File: src/rtl/pnrg_pkg.sv
// Package for the pink noise row generator.
// Holds default sizes, the configuration width and the sequencer state type.
// No dependencies.
package pnrg_pkg;

  localparam int MAX_ROWS_DEF    = 32;
  localparam int SAMPLE_BITS_DEF = 16;
  localparam int CFG_W           = 6;
  localparam int ROW_COUNT_RST   = 16;

  typedef enum logic [2:0] {
    ST_IDLE  = 3'b001,
    ST_SWEEP = 3'b010,
    ST_DIV   = 3'b100
  } state_t;

endpackage

File: src/rtl/pink_noise_row_generator_top.sv
// Top level of the pink noise row generator (Voss-McCartney 1/f noise).
// Depends on pnrg_pkg for defaults, the config width and the state type.
//
// Each input transfer is one tick carrying a fresh uniform sample; it returns
// the noise value computed on the previous tick, then updates one row and
// computes the next value. The rows sit in a circular shift register that
// makes one full turn per tick, during which the row search runs
// bit-serially over the tick counter and the active rows are summed. The
// mean is then formed by a restoring divider that makes one quotient bit per
// cycle. A new sample is only accepted once the division of the current tick
// has finished.
// The output transfer is held in a register, so a stalled output only blocks
// the next tick, not the computation of the current one.
module pink_noise_row_generator_top #(
  parameter int MAX_ROWS    = pnrg_pkg::MAX_ROWS_DEF,
  parameter int SAMPLE_BITS = pnrg_pkg::SAMPLE_BITS_DEF
) (
  input  logic                                clk,
  input  logic                                rst,
  input  logic                                cfg_we,
  input  logic [pnrg_pkg::CFG_W-1:0]          cfg_wdata,    // row_count
  input  logic                                s_axis_tvalid,
  output logic                                s_axis_tready,
  input  logic [((SAMPLE_BITS+7)/8)*8-1:0]    s_axis_tdata, // random_sample
  output logic                                m_axis_tvalid,
  input  logic                                m_axis_tready,
  output logic [((SAMPLE_BITS+7)/8)*8-1:0]    m_axis_tdata  // noise_value
);

  localparam int TDATA_W = ((SAMPLE_BITS + 7) / 8) * 8;
  localparam int COUNT_W = $clog2(MAX_ROWS + 1);
  localparam int SUM_W   = SAMPLE_BITS + $clog2(MAX_ROWS);
  localparam int DCNT_W  = $clog2(SUM_W + 1);
  localparam int RST_ROWS =
    (pnrg_pkg::ROW_COUNT_RST > MAX_ROWS) ? MAX_ROWS : pnrg_pkg::ROW_COUNT_RST;

  pnrg_pkg::state_t state;

  logic [SAMPLE_BITS-1:0] rows [MAX_ROWS];
  logic [MAX_ROWS-1:0]    counter;
  logic [MAX_ROWS-1:0]    cnt_sh;
  logic                   zflag;
  logic [COUNT_W-1:0]     row_count;
  logic [COUNT_W-1:0]     k;
  logic [SAMPLE_BITS-1:0] sample;
  logic [SUM_W-1:0]       sum;
  logic [SUM_W-1:0]       dvd;
  logic [COUNT_W-1:0]     rem;
  logic [DCNT_W-1:0]      dcnt;
  logic [SAMPLE_BITS-1:0] held;
  logic [SAMPLE_BITS-1:0] out_data;

  logic                   accept;
  logic                   active;
  logic                   last_row;
  logic                   hit;
  logic [SAMPLE_BITS-1:0] new_head;
  logic [SUM_W-1:0]       sum_next;
  logic [COUNT_W:0]       trial;
  logic                   qbit;
  logic [COUNT_W-1:0]     cfg_rows;

  assign s_axis_tready = (state == pnrg_pkg::ST_IDLE) && (!m_axis_tvalid || m_axis_tready);
  assign accept        = s_axis_tvalid && s_axis_tready;
  assign m_axis_tdata  = TDATA_W'(out_data);

  // row search: row k takes the sample when all lower counter bits are zero
  // and either bit k is set or k is the top active row
  assign active   = k < row_count;
  assign last_row = k == (row_count - COUNT_W'(1));
  assign hit      = active && zflag && (cnt_sh[0] || last_row);
  assign new_head = hit ? sample : rows[0];
  assign sum_next = active ? (sum + SUM_W'(new_head)) : sum;

  assign trial = {rem, dvd[SUM_W-1]};
  assign qbit  = trial >= {1'b0, row_count};

  always_comb begin
    if (cfg_wdata == '0) begin
      cfg_rows = COUNT_W'(1);
    end else if (cfg_wdata > pnrg_pkg::CFG_W'(MAX_ROWS)) begin
      cfg_rows = COUNT_W'(MAX_ROWS);
    end else begin
      cfg_rows = COUNT_W'(cfg_wdata);
    end
  end

  always_ff @(posedge clk) begin
    if (rst) begin
      state         <= pnrg_pkg::ST_IDLE;
      m_axis_tvalid <= 1'b0;
      row_count     <= COUNT_W'(RST_ROWS);
      counter       <= '0;
      held          <= '0;
      for (int j = 0; j < MAX_ROWS; j++) begin
        rows[j] <= '0;
      end
    end else begin
      if (m_axis_tready) begin
        m_axis_tvalid <= 1'b0;
      end
      if (cfg_we) begin
        row_count <= cfg_rows;
        counter   <= '0;
      end
      unique case (state)
        pnrg_pkg::ST_IDLE: begin
          if (accept) begin
            m_axis_tvalid <= 1'b1;
            out_data      <= held;
            sample        <= s_axis_tdata[SAMPLE_BITS-1:0];
            counter       <= counter + MAX_ROWS'(1);
            cnt_sh        <= counter + MAX_ROWS'(1);
            zflag         <= 1'b1;
            k             <= '0;
            sum           <= '0;
            state         <= pnrg_pkg::ST_SWEEP;
          end
        end
        pnrg_pkg::ST_SWEEP: begin
          for (int j = 0; j < MAX_ROWS - 1; j++) begin
            rows[j] <= rows[j+1];
          end
          rows[MAX_ROWS-1] <= new_head;
          if (hit && last_row) begin
            counter <= '0;
          end
          zflag  <= zflag & ~cnt_sh[0];
          cnt_sh <= cnt_sh >> 1;
          sum    <= sum_next;
          k      <= k + COUNT_W'(1);
          if (k == COUNT_W'(MAX_ROWS - 1)) begin
            dvd   <= sum_next;
            rem   <= '0;
            dcnt  <= '0;
            state <= pnrg_pkg::ST_DIV;
          end
        end
        pnrg_pkg::ST_DIV: begin
          // restoring division, quotient bits shift in at the bottom of dvd
          rem  <= qbit ? COUNT_W'(trial - {1'b0, row_count}) : trial[COUNT_W-1:0];
          dvd  <= {dvd[SUM_W-2:0], qbit};
          dcnt <= dcnt + DCNT_W'(1);
          if (dcnt == DCNT_W'(SUM_W - 1)) begin
            held  <= {dvd[SAMPLE_BITS-2:0], qbit};
            state <= pnrg_pkg::ST_IDLE;
          end
        end
        default: begin
          state <= pnrg_pkg::ST_IDLE;
        end
      endcase
    end
  end

endmodule
File: config.mk
export PLATFORM = sky130hd
export DESIGN_NAME = pink_noise_row_generator_top
export DESIGN_NICKNAME = d
export VERILOG_FILES = /design/src/rtl/pnrg_pkg.sv /design/src/rtl/pink_noise_row_generator_top.sv
export SDC_FILE = /design/constraint.sdc
export NUM_CORES = 1
export LEC_CHECK = 0
export ABC_AREA = 1
export BUFFER_PORTS_ARGS = -buffer_cell sky130_fd_sc_hd__buf_4
export CORE_MARGIN = 3
export CORE_UTILIZATION = 40
export CTS_CLUSTER_DIAMETER = 150
export CTS_CLUSTER_SIZE = 8
export DETAILED_ROUTE_END_ITERATION = 10
export SLEW_MARGIN = 30
export SYNTH_ARGS = -nofsm -noshare
export SYNTH_HDL_FRONTEND = slang
export SYNTH_SLANG_ARGS = --single-unit
File: constraint.sdc
create_clock -name clk -period 15.09 [get_ports clk]
set_input_delay 0.7545 -clock clk [delete_from_list [all_inputs] [get_ports clk]]
set_output_delay 0.7545 -clock clk [all_outputs]
set_load 0.01 [all_outputs]
# --- Yosys cells after proc, flatten, opt, wreduce, memory -nomap -nowiden ---
# Memories as Yosys holds them, arrays and structs flattened.
# Index checks and enable logic that the tools add are counted.
classes:
  n_bitwise: 35
  reduce_logical: 16
  n_mux: 67
  add_sub_neg: 6
  order_cmp: 3
  eq_ne: 9
op_table:
  columns: ["op", "n"]
  rows:
  - ["2-to-1 mux 16 bit", 33]
  - ["2-to-1 mux 32 bit", 4]
  - ["case mux 32 bit (2 select lines)", 2]
  - ["case mux 21 bit (2 select lines)", 2]
  - ["2-to-1 mux 21 bit", 3]
  - ["adder 32 x 1 -> 32 bit (second input constant)", 1]
  - ["bitwise OR 1 bit", 32]
  - ["2-to-1 mux 6 bit", 5]
  - ["case mux 6 bit (2 select lines)", 2]
  - ["adder 21 x 16 -> 21 bit", 1]
  - ["AND reduction 3 bit", 4]
  - ["case mux 5 bit (2 select lines)", 1]
  - ["2-to-1 mux 1 bit", 9]
  - ["2-to-1 mux 3 bit", 3]
  - ["case mux 3 bit (3 select lines)", 1]
  - ["greater-or-equal comparator 7 x 6 -> 1 bit", 1]
  - ["adder 6 x 1 -> 6 bit (second input constant)", 1]
  - ["== test 6 x 5 -> 1 bit (second input constant)", 1]
  - ["== test 6 bit", 1]
  - ["> comparator 6 bit (second input constant)", 1]
  - ["zero test 6 bit", 1]
  - ["< comparator 6 bit", 1]
  - ["inequality test 2 bit (second input constant)", 3]
  - ["subtractor 6 x 1 -> 6 bit (second input constant)", 1]
  - ["15 further kinds", 22]
totals:
  mem_bits_rw: 512
  ff_bits: 182
  output_inout_bits: 18
  mem_count: 1
  word_cells: 151
  in_bits: 27
mem_list:
  columns: ["memory", "depth", "word_bits", "rd", "rd_clocked_by_memory_dff", "wr", "line", "rtl"]
  rows:
  - ["rows", 32, 16, 32, 0, 32, "pink_noise_row_generator_top.sv:39", "logic [SAMPLE_BITS-1:0] rows [MAX_ROWS];"]

# --- Depth between registers and ports, before layout ---
logic_depth:
  ltp_word: 9
  ltp_mapped: 28
  depth_no_buf: 27

# --- Worst setup path after synthesis ---
# No wires, ideal clock.
synth_path:
  path_type: "input port to flip-flop"
  startpoint: "in rst"
  endpoint: "mem rows[0][0] (netlist name) (enable)"
  slack_ns: 2.030
  arrival_time_ns: 9.428
  path_buffers: 1
  stages: 3
  path_cell_list: "clkinv_1 > clkbuf_1 > nand2_1"
synth_lines:
  columns: ["item", "line", "rtl"]
  rows:
  - ["start: declaration", "pink_noise_row_generator_top.sv:19", "input logic rst,"]
  - ["end: declaration", "pink_noise_row_generator_top.sv:39", null]

# --- Worst setup path in the final report ---
layout_path:
  startpoint: "reg row_count[1]"
  endpoint: "reg dvd[16], data pin"
layout_via:
  elab_chain_len: 9
layout_lines:
  columns: ["item", "line", "rtl"]
  rows:
  - ["start: declaration", "pink_noise_row_generator_top.sv:43", "logic [COUNT_W-1:0] row_count;"]
  - ["start signal: assignment", "pink_noise_row_generator_top.sv:92", "row_count <= COUNT_W'(RST_ROWS);"]
  - ["start signal: assignment", "pink_noise_row_generator_top.sv:103", "row_count <= cfg_rows;"]
  - ["subtractor 6 x 1 -> 6 bit", "pink_noise_row_generator_top.sv:70", "assign last_row = k == (row_count - COUNT_W'(1));"]
  - ["== test 6 bit", "pink_noise_row_generator_top.sv:70", null]
  - ["logical OR 1 bit", "pink_noise_row_generator_top.sv:71", "assign hit = active && zflag && (cnt_sh[0] || last_row);"]
  - ["logical AND 1 bit (*)", "pink_noise_row_generator_top.sv:71", null]
  - ["2-to-1 mux 16 bit (*)", "pink_noise_row_generator_top.sv:72", "assign new_head = hit ? sample : rows[0];"]
  - ["named net new_head[0]", "pink_noise_row_generator_top.sv:57", "logic [SAMPLE_BITS-1:0] new_head;"]
  - ["adder 21 x 16 -> 21 bit (*)", "pink_noise_row_generator_top.sv:73", "assign sum_next = active ? (sum + SUM_W'(new_head)) : sum;"]
  - ["2-to-1 mux 21 bit (*)", "pink_noise_row_generator_top.sv:73", null]
  - ["2-to-1 mux 21 bit (*)", "pink_noise_row_generator_top.sv:132", "if (k == COUNT_W'(MAX_ROWS - 1)) begin"]
  - ["case mux 21 bit (2 select lines) (*)", "pink_noise_row_generator_top.sv:106", "unique case (state)"]
  - ["end signal: assignment", "pink_noise_row_generator_top.sv:133", "dvd <= sum_next;"]
  - ["end signal: assignment", "pink_noise_row_generator_top.sv:142", "dvd <= {dvd[SUM_W-2:0], qbit};"]
  - ["end: declaration", "pink_noise_row_generator_top.sv:47", "logic [SUM_W-1:0] dvd;"]
# The timed path passes the listed nets; every way through them passes the cells marked *. The select of a mux whose other input is x is not followed.
# A chain may end at the register's enable or synchronous reset.

==> results.txt <==
Routed wire length per instance = 13.6 um
Top cells by count, synth = nor2_1 (671), inv_1 (665), edfxtp_1 (636)
Post-CTS Hold Fix Bufs = 0
Crit-path cells = inv_1 > ha_1 > nand2_1 > nand2_1 > nand2_1 > nand3_1 > nor2_1 > nand2_2 > nand2_1 > o21ai_1 > inv_1 > ha_1 > inv_1 > fa_1 > o21ai_1 > nand2_1 > nand2_1 > nand3_1 > nand2_1 > nand2_1 > nand2_1 > nand2_1 > nand2_1 > nand2_1
Hold depth = 1
Worst Hold End = sample[0]$_DFFE_PP_
CTS tree = built
Initial antenna violation count = 1
CP required = 15.44 ns
Die H = 279 um
Worst-margin pin slew = 0.898 ns
CTS sink count = 694
RSZ-0062 raised after global routing = false
Setup violations, final = 0
Worst-path clk slew = 0.05 ns
Layout fillers = 6,897
WP data arrival = 4.67 ns
DRC errors left = 0
Rel. slew slack = 40.2%
Clk buf depth = 3
Row count = 99
Core Area = 73,300 um^2
Global-route wire length before repair = 89,400 um
Final Cycle Share = 28.6%
Worst path max stage delay = 0.41 ns
Pre-antenna DRT Iters = 5
Critical path buffers and inverters = 3
Area growth, synth to finish = 13.8%
CP top delay family = simple AND/OR/NAND/NOR gates
Number of buffers created by CTS = 96
Fin Setup TNS = 0 ns
Largest net degree at the start of global routing = 214
Minimum clock period = 4.32 ns
Max Clk Rate = 231 MHz
Metal2 WL = 24,000 um
Most common cell in the netlist = nor2_1
FF-to-FF End = dvd[16]$_DFFE_PP_
Area leader, netlist = edfxtp_1
HPWL Detailed = 32,100 um
CP Max Fanout = 32
Post-CTS setup buffers = 0
WP depth = 24
Critical path startpoint category = flop
Critical hold path startpoint = s_axis_tdata[0]
Top routing layer used = met4
Top FF cell, synth = edfxtp_1
Fin nets = 3,055
CP max-delay cell = dfxtp_1
Critical path's most frequent cell = nand2_1
Synth Instances = 2,933
PnR Total Power = 4.63 mW
Synth top area share = 64.1%
Mapped Area = 29,800 um^2
R2r startpoint = row_count[1]$_SDFFE_PP0P_
Number of synthesized flops with an enable pin = 636
Via density = 4.53
FF-to-FF setup slack = 10.77 ns
Antenna diodes = 0
Resized Gates After CTS = 0
Hold Fails Final Rpt = 0
Drt total wl = 54,200 um
Synth Warn # = 0
Die area = 77,800 um^2
Gpl congestion = 0.869
Final Skew = 0.0607 ns
Remaining Overflow, GRT = 0
Vias in the first global route = 17,200
H-tree depth = 3
Status = finished clean
Synth top area cells = edfxtp_1 (64%), nor2_1 (8.5%), inv_1 (8.4%)
M1 wire length = 26,900 um
Max Cap Viol = 0
Vias = 18,000
Worst-Skew Late Latency = 0.65 ns
Synthesized area per cell = 10.2 um^2
Initial DRC count = 1,385
I/O pins = 45
Share of cells above drive strength 1 = 7.02%
Register area share after synthesis = 68.0%
Seq cells post-synth = 694
ANT nets after route = 0
Worst reg-to-reg path cell count = 24
Number of buffers added on ports = 44
Max-slew violation count = 0
Syn Nets = 2,996
Metal3 WL = 2210 um
Leakage power = 14.3 nW
CTS root buf = clkbuf_16
Initial Util = 40.6%
Critical path class = flop to flop
Worst IR Drop VDD = 0.0996 mV
Gr usage total = 14.1%
Worst setup EP type = flop
Synth unique cells = 40
Hold crit path type = input pin to flop
Post-synth ARST share = 0%
Die width = 279 um
Power density cells = 137 nW/um^2
final cells by class:
type	instances	area, um^2	area share (%)
inverter	675	2530	7.48
multi-input combinational	1460	6600	19.5
clock inverter	7	186	0.550
tap	959	1200	3.54
timing repair buffer	65	591	1.74
sequential	694	20300	59.8
clock buffer	120	2500	7.39
flip-flops by register name, summed over array words and instances (netlist names):
| signal | count |
|---|---|
| cnt_sh | 32 |
| counter | 32 |
| dcnt | 5 |
| dvd | 21 |
| held | 16 |
| k | 6 |
| m_axis_tdata | 16 |
| m_axis_tvalid | 1 |
| rem | 6 |
| row_count | 6 |
| rows | 512 |
| sample | 16 |
| state | 3 |
| sum | 21 |
| zflag | 1 |
report_power, final:
part	leakage, nW	internal [mW]	total, mW	switching [mW]
Clock	1.29	1.15	1.94	0.787
Sequential	6.92	2.25	2.29	0.0403
Combinational	6.04	0.112	0.398	0.285
Total	14.3	3.52	4.63	1.11
cell usage in the layout, fill, tap and decap left out, drive strengths merged:
master | synthesis | final
o211ai | 3 | 3
nor3 | 21 | 21
o32ai | 3 | 3
nor3b | 1 | 1
xnor2 | 8 | 8
or2 | 17 | 17
a31oi | 1 | 1
ha | 34 | 34
dfxtp | 58 | 58
nand3b | 4 | 4
a211oi | 2 | 2
buf | 32 | 64
xor2 | 17 | 17
clkinv | 1 | 8
edfxtp | 636 | 636
a22oi | 3 | 3
mux2i | 1 | 1
nand2 | 349 | 349
o21ai | 113 | 113
o21bai | 1 | 1
nor4 | 1 | 1
and2 | 2 | 2
a21oi | 44 | 44
inv | 674 | 674
nand3 | 147 | 147
fa | 2 | 2
nor2 | 678 | 678
clkbuf | 72 | 121
nand4 | 8 | 8
routing by layer:
layer	global-route usage, %	vias to the layer above
met5	0	-
met4	4.23	0
li1	-	9265
met3	2.90	85
met2	21.4	268
met1	20.4	8398
worst reg2reg max path, stage by stage (launching register included):
cell,delay (ns)
dfxtp_1,0.41
inv_1,0.15
ha_1,0.31
nand2_1,0.06
nand2_1,0.04
nand2_1,0.05
nand3_1,0.21
nor2_1,0.22
nand2_2,0.38
nand2_1,0.16
o21ai_1,0.09
inv_1,0.08
ha_1,0.21
inv_1,0.07
fa_1,0.39
o21ai_1,0.34
nand2_1,0.13
nand2_1,0.13
nand3_1,0.08
nand2_1,0.19
nand2_1,0.08
nand2_1,0.10
nand2_1,0.05
nand2_1,0.06
nand2_1,0.06
logic make-up after synthesis:
family	synth area share, %
flip-flops	68.0
adder cells (fa/ha/maj)	1.56
multiplexers	0.0336
XOR/XNOR	0.735
AO/OA/AOI/OAI	2.99
buffers and inverters	9.92
AND/OR/NAND/NOR	16.7
through the flow:
stage	cell area [um^2]	hold WS, ns	cells	utilization, %	setup WS, ns
finish	33900	0.272	3980	46.2	10.77
global route	33900	0.232	3980	46.2	10.20
CTS	33800	0.220	3978	46.1	10.72
detailed placement	31100	0.411	3851	42.4	10.28
global placement	31100	0.405	3849	42.4	10.00
floorplan	29800	0.403	2933	-	2.03
how the worst max path moves through the flow:
stage,startpoint,end,slack [ns]
floorplan,rst,rows[0][0]$_SDFFCE_PN0P_,2.03
global placement,rst,rows[0][133]$_SDFFCE_PN0P_,10.00
detailed placement,rst,rows[0][164]$_SDFFCE_PN0P_,10.28
CTS,row_count[1]$_SDFFE_PP0P_,dvd[16]$_DFFE_PP_,10.72
global route,row_count[1]$_SDFFE_PP0P_,dvd[16]$_DFFE_PP_,10.20
finish,row_count[1]$_SDFFE_PP0P_,dvd[16]$_DFFE_PP_,10.77
Power figures use the tool's default switching activity.
